--- src/design/ipv4hp_pkg.sv ---
// ============================================================================
// ipv4hp_pkg
// Shared types and constants for the IPv4 header parser and checksum checker.
// ============================================================================
package ipv4hp_pkg;

    localparam int WORD_W    = 32;
    localparam int CNT_W     = 5;
    localparam int SUM_W     = 21;
    localparam int HALF_W    = 16;
    localparam int NUM_FIXED = 5;
    localparam int IDX_W     = 3;
    localparam int DATA_W    = 144;
    localparam int USER_W    = 4;

    localparam logic [CNT_W-1:0]  MIN_WORDS = CNT_W'(5);
    localparam logic [CNT_W-1:0]  COUNT_MAX = CNT_W'(16);
    localparam logic [HALF_W-1:0] SUM_GOOD  = 16'hFFFF;

    // error codes, lowest value wins when several apply
    typedef enum logic [2:0] {
        ERR_NONE     = 3'd0,
        ERR_SHORT    = 3'd1,
        ERR_TRUNC    = 3'd2,
        ERR_LENGTH   = 3'd3,
        ERR_CHECKSUM = 3'd4
    } err_t;

    typedef logic [NUM_FIXED-1:0][WORD_W-1:0] hdr_words_t;

    typedef struct packed {
        logic        header_ok;
        err_t        error_code;
        logic [3:0]  version;
        logic [3:0]  ihl;
        logic [7:0]  tos;
        logic [15:0] tot_len;
        logic [15:0] identification;
        logic [15:0] flags_fragment;
        logic [7:0]  ttl;
        logic [7:0]  protocol;
        logic [31:0] source_addr;
        logic [31:0] dest_addr;
    } result_t;

endpackage

--- src/design/ipv4hp_eval.sv ---
// ============================================================================
// ipv4hp_eval
// Decodes the fixed header words and checks length fields and checksum.
// ============================================================================
module ipv4hp_eval (
    input  logic [ipv4hp_pkg::CNT_W-1:0] word_count,
    input  logic [ipv4hp_pkg::SUM_W-1:0] sum,
    input  ipv4hp_pkg::hdr_words_t       hdr,
    output ipv4hp_pkg::result_t          result
);
    import ipv4hp_pkg::*;

    logic [HALF_W:0]   fold1;
    logic [HALF_W-1:0] fold2;
    logic [3:0]        ihl_f;
    logic [15:0]       tl_f;

    // two end-around folds, second one cannot carry out
    assign fold1 = {1'b0, sum[HALF_W-1:0]} + {12'b0, sum[SUM_W-1:HALF_W]};
    assign fold2 = fold1[HALF_W-1:0] + {15'b0, fold1[HALF_W]};

    assign ihl_f = hdr[0][27:24];
    assign tl_f  = hdr[0][15:0];

    always_comb
    begin
        result = '0;
        if (word_count < MIN_WORDS)
        begin
            result.error_code = ERR_SHORT;
        end
        else
        begin
            result.version        = hdr[0][31:28];
            result.ihl            = ihl_f;
            result.tos            = hdr[0][23:16];
            result.tot_len        = tl_f;
            result.identification = hdr[1][31:16];
            result.flags_fragment = hdr[1][15:0];
            result.ttl            = hdr[2][31:24];
            result.protocol       = hdr[2][23:16];
            result.source_addr    = hdr[3];
            result.dest_addr      = hdr[4];
            if ({1'b0, ihl_f} > word_count)
                result.error_code = ERR_TRUNC;
            else if ({1'b0, ihl_f} < MIN_WORDS || tl_f < {10'b0, ihl_f, 2'b00})
                result.error_code = ERR_LENGTH;
            else if (fold2 != SUM_GOOD)
                result.error_code = ERR_CHECKSUM;
            else
                result.error_code = ERR_NONE;
        end
        result.header_ok = (result.error_code == ERR_NONE);
    end

endmodule

--- src/design/ipv4_header_parse_check_top.sv ---
// ============================================================================
// ipv4_header_parse_check_top
// IPv4 header parser: captures the fixed header, sums header halves and
// reports decoded fields with an error code on the last word of a buffer.
// ============================================================================
//
//  channel   dir  request contents
//  --------  ---  ---------------------------------------------------------
//  s_axis    in   tdata = word[31:0], tlast = last of buffer
//  m_axis    out  tdata = header fields, tuser = header_ok, error_code
//
//  One word per cycle sustained: each word is held in the input register,
//  where the running sum add and the result decode are done, then the result
//  of a last word goes to the output register. rst_n clears word count, sum
//  and both valid flags. A stalled output only holds back a last word; other
//  words keep flowing.
//
module ipv4_header_parse_check_top (
    input  logic                              clk,
    input  logic                              rst_n,
    input  logic                              s_axis_tvalid,
    output logic                              s_axis_tready,
    input  logic [ipv4hp_pkg::WORD_W-1:0]     s_axis_tdata,  // word[31:0]
    input  logic                              s_axis_tlast,
    output logic                              m_axis_tvalid,
    input  logic                              m_axis_tready,
    // version[3:0], ihl[7:4], tos[15:8], tot_len[31:16],
    // identification[47:32], flags_fragment[63:48], ttl[71:64],
    // protocol[79:72], source_addr[111:80], dest_addr[143:112]
    output logic [ipv4hp_pkg::DATA_W-1:0]     m_axis_tdata,
    // header_ok[0], error_code[3:1]
    output logic [ipv4hp_pkg::USER_W-1:0]     m_axis_tuser
);
    import ipv4hp_pkg::*;

    logic              in_valid_reg;
    logic [WORD_W-1:0] in_word_reg;
    logic              in_last_reg;
    logic [CNT_W-1:0]  cnt_reg;
    logic [CNT_W-1:0]  cnt_next;
    logic [SUM_W-1:0]  sum_reg;
    logic [SUM_W-1:0]  sum_next;
    hdr_words_t        hdr_reg;
    hdr_words_t        hdr_next;
    logic              out_valid_reg;
    result_t           out_reg;
    result_t           result;
    logic              advance;
    logic              capture;
    logic              in_header;
    logic [HALF_W:0]   half_sum;

    // input stage moves on unless a last word waits on a full output
    assign advance = in_valid_reg && (!in_last_reg || !out_valid_reg || m_axis_tready);
    assign s_axis_tready = !in_valid_reg || advance;

    // per-word bookkeeping
    assign capture   = cnt_reg < MIN_WORDS;
    assign in_header = capture || (cnt_reg < {1'b0, hdr_reg[0][27:24]});
    assign half_sum  = {1'b0, in_word_reg[31:16]} + {1'b0, in_word_reg[15:0]};
    assign sum_next  = SUM_W'(sum_reg + (in_header ? {4'b0, half_sum} : '0));
    assign cnt_next  = (cnt_reg == COUNT_MAX) ? COUNT_MAX : cnt_reg + CNT_W'(1);

    always_comb
    begin
        hdr_next = hdr_reg;
        for (int j = 0; j < NUM_FIXED; j++)
        begin
            if (capture && cnt_reg[IDX_W-1:0] == IDX_W'(j))
                hdr_next[j] = in_word_reg;
        end
    end

    ipv4hp_eval u_eval (
        .word_count (cnt_next),
        .sum        (sum_next),
        .hdr        (hdr_next),
        .result     (result)
    );

    // input register
    always_ff @(posedge clk or negedge rst_n)
    begin
        if (!rst_n)
        begin
            in_valid_reg <= 1'b0;
        end
        else if (s_axis_tready)
        begin
            in_valid_reg <= s_axis_tvalid;
        end
    end

    always_ff @(posedge clk)
    begin
        if (s_axis_tready && s_axis_tvalid)
        begin
            in_word_reg <= s_axis_tdata;
            in_last_reg <= s_axis_tlast;
        end
    end

    // buffer state, cleared after the last word
    always_ff @(posedge clk or negedge rst_n)
    begin
        if (!rst_n)
        begin
            cnt_reg <= '0;
            sum_reg <= '0;
        end
        else if (advance)
        begin
            cnt_reg <= in_last_reg ? '0 : cnt_next;
            sum_reg <= in_last_reg ? '0 : sum_next;
        end
    end

    always_ff @(posedge clk)
    begin
        if (advance)
            hdr_reg <= hdr_next;
    end

    // result register
    always_ff @(posedge clk or negedge rst_n)
    begin
        if (!rst_n)
        begin
            out_valid_reg <= 1'b0;
        end
        else if (advance && in_last_reg)
        begin
            out_valid_reg <= 1'b1;
        end
        else if (m_axis_tready)
        begin
            out_valid_reg <= 1'b0;
        end
    end

    always_ff @(posedge clk)
    begin
        if (advance && in_last_reg)
            out_reg <= result;
    end

    assign m_axis_tvalid = out_valid_reg;
    assign m_axis_tuser  = {out_reg.error_code, out_reg.header_ok};
    assign m_axis_tdata  = {out_reg.dest_addr, out_reg.source_addr, out_reg.protocol,
                            out_reg.ttl, out_reg.flags_fragment, out_reg.identification,
                            out_reg.tot_len, out_reg.tos, out_reg.ihl,
                            out_reg.version};

endmodule
--- config.mk ---
export PLATFORM = sky130hd
export DESIGN_NAME = ipv4_header_parse_check_top
export DESIGN_NICKNAME = d
export VERILOG_FILES = /design/src/design/ipv4hp_pkg.sv /design/src/design/ipv4hp_eval.sv /design/src/design/ipv4_header_parse_check_top.sv
export SDC_FILE = /design/constraint.sdc
export NUM_CORES = 1
export LEC_CHECK = 0
export BUFFER_PORTS_ARGS = -buffer_cell sky130_fd_sc_hd__buf_2
export CAP_MARGIN = 20
export CORE_MARGIN = 2
export CORE_UTILIZATION = 53
export CTS_CLUSTER_DIAMETER = 100
export DETAILED_ROUTE_END_ITERATION = 12
export HOLD_SLACK_MARGIN = 0.02
export PLACE_DENSITY_LB_ADDON = 0.15
export SLEW_MARGIN = 15
export SYNTH_ARGS = -nofsm -noshare
export SYNTH_HDL_FRONTEND = slang
export SYNTH_SLANG_ARGS = --single-unit
--- constraint.sdc ---
create_clock -name clk -period 7.9 [get_ports clk]
set_input_delay 1.185 -clock clk [delete_from_list [all_inputs] [get_ports clk]]
set_output_delay 1.185 -clock clk [all_outputs]
set_load 0.005 [all_outputs]
# Word level (Yosys, flattened, before mapping)
# Index checks and enable logic that the tools add are counted.
# op_classes
n_reduce_logical	20
muxes	15
magnitude_cmp	6
add_sub_neg	5
n_eq_ne	6
# ops
operator	n
2-to-1 mux 32 bit	5
adder 21 x 17 -> 21 bit	1
2-to-1 mux 21 bit	1
adder 16 x 16 -> 17 bit	1
adder 16 x 5 -> 17 bit	1
2-to-1 mux 17 bit	1
adder 16 x 1 -> 16 bit	1
less-than comparator 16 x 6 -> 1 bit	1
!= test 16 bit (second input constant)	1
2-to-1 mux 3 bit	4
less-than comparator 5 x 3 -> 1 bit (second input constant)	2
2-to-1 mux 5 bit	2
logical AND 1 bit	8
equality test 3 x 2 -> 1 bit (second input constant)	2
zero test 3 bit	2
adder 5 x 1 -> 5 bit (second input constant)	1
equality test 5 bit (second input constant)	1
> comparator 4 x 5 -> 1 bit	1
logical OR 1 bit	5
less-than comparator 5 x 4 -> 1 bit	1
less-than comparator 4 x 3 -> 1 bit (second input constant)	1
equality test 3 x 1 -> 1 bit (second input constant)	1
equality test 3 bit (second input constant)	1
zero test 1 bit	3
3 further kinds	4
# totals
out_inout_bits	150
input_bits	37
ff_bits	369
wordCells	76

# Longest topological paths before layout
# depth
ltp_word	12
ltp_mapped	41
mapped_depth_nobuf	41

# By module
# Synthesis repeated with hierarchy kept, for this count alone.
# hier_totals
hier_cells	1195
hier_area_um2	17097.6
# by_module_without_submodules
module	seq_area_each_um2	cells_per_inst	instances	area_each_um2
ipv4_header_parse_check_top	10940.5	888	1	15127.0
ipv4hp_eval	0.0	307	1	1970.6

# Worst setup path after synthesis
# No wires, ideal clock.
# synth_path
kind	in2reg
start	input port m_axis_tready
end	register out_valid_reg (netlist: m_axis_tvalid)
setup_ns	0.105
t_required_ns	7.795
stages	5
setup_slack_ns	-0.487
t_arrival_ns	8.283
path_buffers	0
cell_sequence	nor2b_1 nand2_1 nand2_1 nor2_1 or2_2
# synth_between
elab_chain_len	4
word_cells_on_any_way	5
cone_classes	1 x mux; 4 x reduce/logical
# synth_lines
item	line	source
start, declared	ipv4_header_parse_check_top.sv:26	input logic m_axis_tready,
logical OR 1 bit	ipv4_header_parse_check_top.sv:54	assign advance = in_valid_reg && (!in_last_reg || !out_valid_reg || m_axis_tready);
logical AND 1 bit	ipv4_header_parse_check_top.sv:54	
logical AND 1 bit	ipv4_header_parse_check_top.sv:131	else if (advance && in_last_reg)
2-to-1 mux 1 bit or nonzero test 2 bit (tied branches)	n/a	
end signal, assigned	ipv4_header_parse_check_top.sv:129	out_valid_reg <= 1'b0;
end signal, assigned	ipv4_header_parse_check_top.sv:133	out_valid_reg <= 1'b1;
end signal, assigned	ipv4_header_parse_check_top.sv:137	out_valid_reg <= 1'b0;
end, declared	ipv4_header_parse_check_top.sv:45	logic out_valid_reg;
# Parallel ways exist; a longest one is shown, timed or not.
# A chain may end at the register's enable or synchronous reset.

==> results by stage <==
Drt:
- Summing over every cut layer, the via total after detailed routing is 10.0k.
- In the routed design, unresolved DRC markers number 0.
- Before antenna repair, the detailed router went through 5 iterations.
- After detailed routing, the total wire length is 38,100 um.
- The average routed wire per standard cell is 21.2 um.
- The post-route antenna net violation count is 0.
- The vias per cell is 5.59.
- For this block, the initial DRC count from the detailed router was 761.

STA:
- At the pin with the least slew margin, the transition time is 1.11 ns.
- Setup repair after global routing left no endpoint under its margin.
- The smallest clock period supported by the final layout is computed as 7.38 ns.
- The final number of max-transition violations is 0.
- The sum of negative setup slack is 0 ns.
- Timing would allow up to 136 MHz.
- Setup violations remaining at the end of the flow were counted as 0.
- The setup skew after layout is 0.0185 ns.
- Dividing the final minimum period by the clock period gives 0.934.
- The worst slew slack as a fraction of its limit is 0.261.
- The number of endpoints with negative hold slack in the final report is 0.

Power and ir drop:
- Cell internal power was estimated by the tool at 4.17 mW.
- The analysis attributes to cell leakage a power of 7.43 nW.
- Of the total power, registers draw 0.396.
- Of the total power, the share spent switching nets is 0.332.
- Of the total power, the clock network draws 0.271.
- The combinational power share is 0.332.
- Total power for the finished layout comes to 6.24 mW.
- The maximum VDD drop is 0.213 mV.
- The power per cell area is 326 mW/mm^2.
- The power spent charging and discharging nets is 2.07 mW.

Placement:
- The routability-driven placement congestion ratio is 0.893.
- The count of port buffers added during placement is 186.
- The detailed placer's ending HPWL is 24,700 um.

Logic synthesis:
- The most common flop cell mapped by yosys is edfxtp_1.
- The netlist area before placement is 0.0164 mm^2.
- The sequential fraction of the synthesis area is 0.638.
- The top cell type by total area after synthesis is edfxtp_1.
- The synthesized design contains 325 enable-type register cells.
- The fraction of post-synthesis cell area in the top cell type by area is 0.596.
- The Yosys step of the flow raised 0 warnings.
- Yosys attributes the largest share of cell area to edfxtp_1 (60%), mux2_2 (8.5%), nor2b_1 (5.1%).
- The number of library cell types mapped by synthesis is 72.
- The proportion of synthesized flip-flops having asynchronous set or reset is 0.0793.
- Synthesis produced a netlist whose cell count is 1,163.
- The post-synthesis register bit count is 353.
- The number of nets handed over by synthesis was 1,258.
- The post-synthesis average cell area is 14.1 um^2.

Layout:
- The most common cell after layout, fill and taps aside is edfxtp_1.
- The layout cell share with drive strength beyond 1 is 0.311.
- In the layout the commonest cells are edfxtp_1 (325), buf_2 (186), nor2b_1 (131), mux2_2 (124), nor2_1 (58).
- The area growth from synthesis to layout is 16.7%.
- For this run, the post-layout net count is 1,466.

Clock network:
- The clock root buffer master is clkbuf_16.
- The clock insertion delay at the later pin of the skew report is 0.53 ns.
- The deepest clock path buffer count is 3.
- The total number of clock tree sinks is 353.
- TritonCTS built the clock tree.
- Clock-pin slew was measured on the worst setup and hold paths at 0.06 ns.
- Counting the buffers created by CTS gives 39.
- In this run the number of H-tree levels came out at 2.

Global route:
- The global-route congestion overflow total is 0.
- The global-route total usage across every layer is 0.232.
- The initial antenna violation count is 7.
- Entering global routing, the biggest net connects 88 pins.
- The number of global-route vias before repair came to 9,906.
- The first global-routing pass estimated 58,200 um of wire.

Critical path:
- Along the worst path, the maximum fanout reaches 6.
- The worst setup path is captured at a flip-flop.
- The slowest cell on the critical path is edfxtp_1.
- The maximum single-stage delay on the critical path is 0.50 ns.
- The cell that appears most often on the critical path is a21o_1.
- The worst setup path is launched from a flip-flop.
- The critical path data arrival time is 7.73 ns.
- The data required time at the worst endpoint is 8.26 ns.
- The type of the worst setup path is reg2reg.

Die:
- The die is 180 um tall.
- The number of top-level pins is 187.
- In this run the horizontal extent of the chip is 180 um.
- The initial utilization of the core area, before any placement, comes to 0.537.
- After floorplanning, the core was sized to cover 0.0305 mm^2.
- The die covers 0.0323 mm^2.
- The placement row count is 64.

Outcome:
- The run finished with clean final reports.

Flow run:
- The tool flagged a number of max-cap violations equal to 0.

Min path:
- The worst min-delay path category is reg2reg.
## synthesized netlist by cell type, types with 4 or more instances
cell      instances
o21ai_0          28
a22o_1           11
nor2b_1         133
nand3_1          23
o31ai_1           6
o21ai_1           4
a41oi_1           4
a31oi_1           4
mux2i_1          17
o21bai_1          9
nor3_1           11
nor2_1           60
xor2_1           14
inv_1            53
xnor2_1          24
nand2_1          44
edfxtp_1        325
and2_1            6
ha_1             55
nand2b_1          9
clkbuf_1         31
buf_1             8
and3_1            5
or2_2             5
mux2_2          124
a21oi_1          30
o211ai_1          9
dfrtp_1          28
a21o_1           17
or3_1             7
## per-layer routing
layer,up-vias,GRT usage,wire (um)
met5,-,0,63
li1,4693,-,-
met3,71,0.0620,2990
met2,315,0.371,17700
met1,4960,0.315,16300
met4,10,0.0660,959
## cell families after synthesis
| group | count (synthesis) | share of synthesized area |
|---|---|---|
| DFF | 353 | 0.638 |
| adders and majority gates | 58 | 0.0457 |
| AOI/OAI and AO/OA | 151 | 0.0659 |
| buffers and inverters | 96 | 0.0236 |
| xor gates and xnor gates | 40 | 0.0230 |
| muxes | 141 | 0.0956 |
| and+or+nand+nor | 324 | 0.108 |
## stage by stage
step                utilization  hold slack, ns  worst slack, ns  instances  cell area (um^2)
CTS                       0.623           0.481           0.0756       1794             19000
global route              0.627           0.516           0.0423       1795             19100
finish                    0.627           0.482            0.521       1797             19100
detailed placement        0.584           0.468           0.0354       1724             17800
floorplan                     -           0.445            0.312       1163             16400
global placement          0.584           0.461            0.221       1724             17800
## timing repair
item                       in CTS  in global routing
hold buffers                    0                  0
setup endpoints to repair       1                  2
buffers inserted                1                  1
pin swaps                       1                  2
gates resized for setup         0                 25
## final timing paths
| path | start | to | slack [ns] | depth (start not counted) |
|---|---|---|---|---|
| worst min-delay path | sum_reg[2]$_DFFE_PN0P_ | sum_reg[2]$_DFFE_PN0P_ | 0.48 | 2 |
| min in group asynchronous | rst_n | sum_reg[3]$_DFFE_PN0P_ | 0.71 | 1 |
| worst min register to register | sum_reg[2]$_DFFE_PN0P_ | sum_reg[2]$_DFFE_PN0P_ | 0.48 | 2 |
| worst max register to register | in_word_reg[17]$_DFFE_PP_ | m_axis_tuser[0]$_DFFE_PP_ | 0.52 | 36 |
| max in group asynchronous | rst_n | sum_reg[2]$_DFFE_PN0P_ | 6.72 | 1 |
| worst max-delay path | in_word_reg[17]$_DFFE_PP_ | m_axis_tuser[0]$_DFFE_PP_ | 0.52 | 36 |
## cell type report
class	instances	area, um^2
well taps	396	495
diodes	2	5.00
flip-flops and latches	353	10500
repair buffers	210	1110
clock inverters	23	160
multi-input cells	714	5670
inverters	53	204
clock buffers	46	1020
fillers	2308	11400
## power by group through the flow
stage,combinational (mW),sequential (mW),clock (mW)
after floorplan,1.48,2.48,0
after global placement,1.94,2.50,0
after detailed placement,1.97,2.51,0
after CTS,1.99,2.47,1.72
after global routing,2.28,2.50,1.80
final,2.07,2.47,1.69
## critical path: cells and delay by family, from the launching register on
kind	cells	cell delay [ns]
adder cells (fa/ha/maj)	5	1.46
flip-flops	1	0.50
AO/OA/AOI/OAI	18	3.27
XOR/XNOR	3	0.52
buffers and inverters	2	0.11
AND/OR/NAND/NOR	8	1.34
Note: power is estimated with default switching activity, not from simulation.
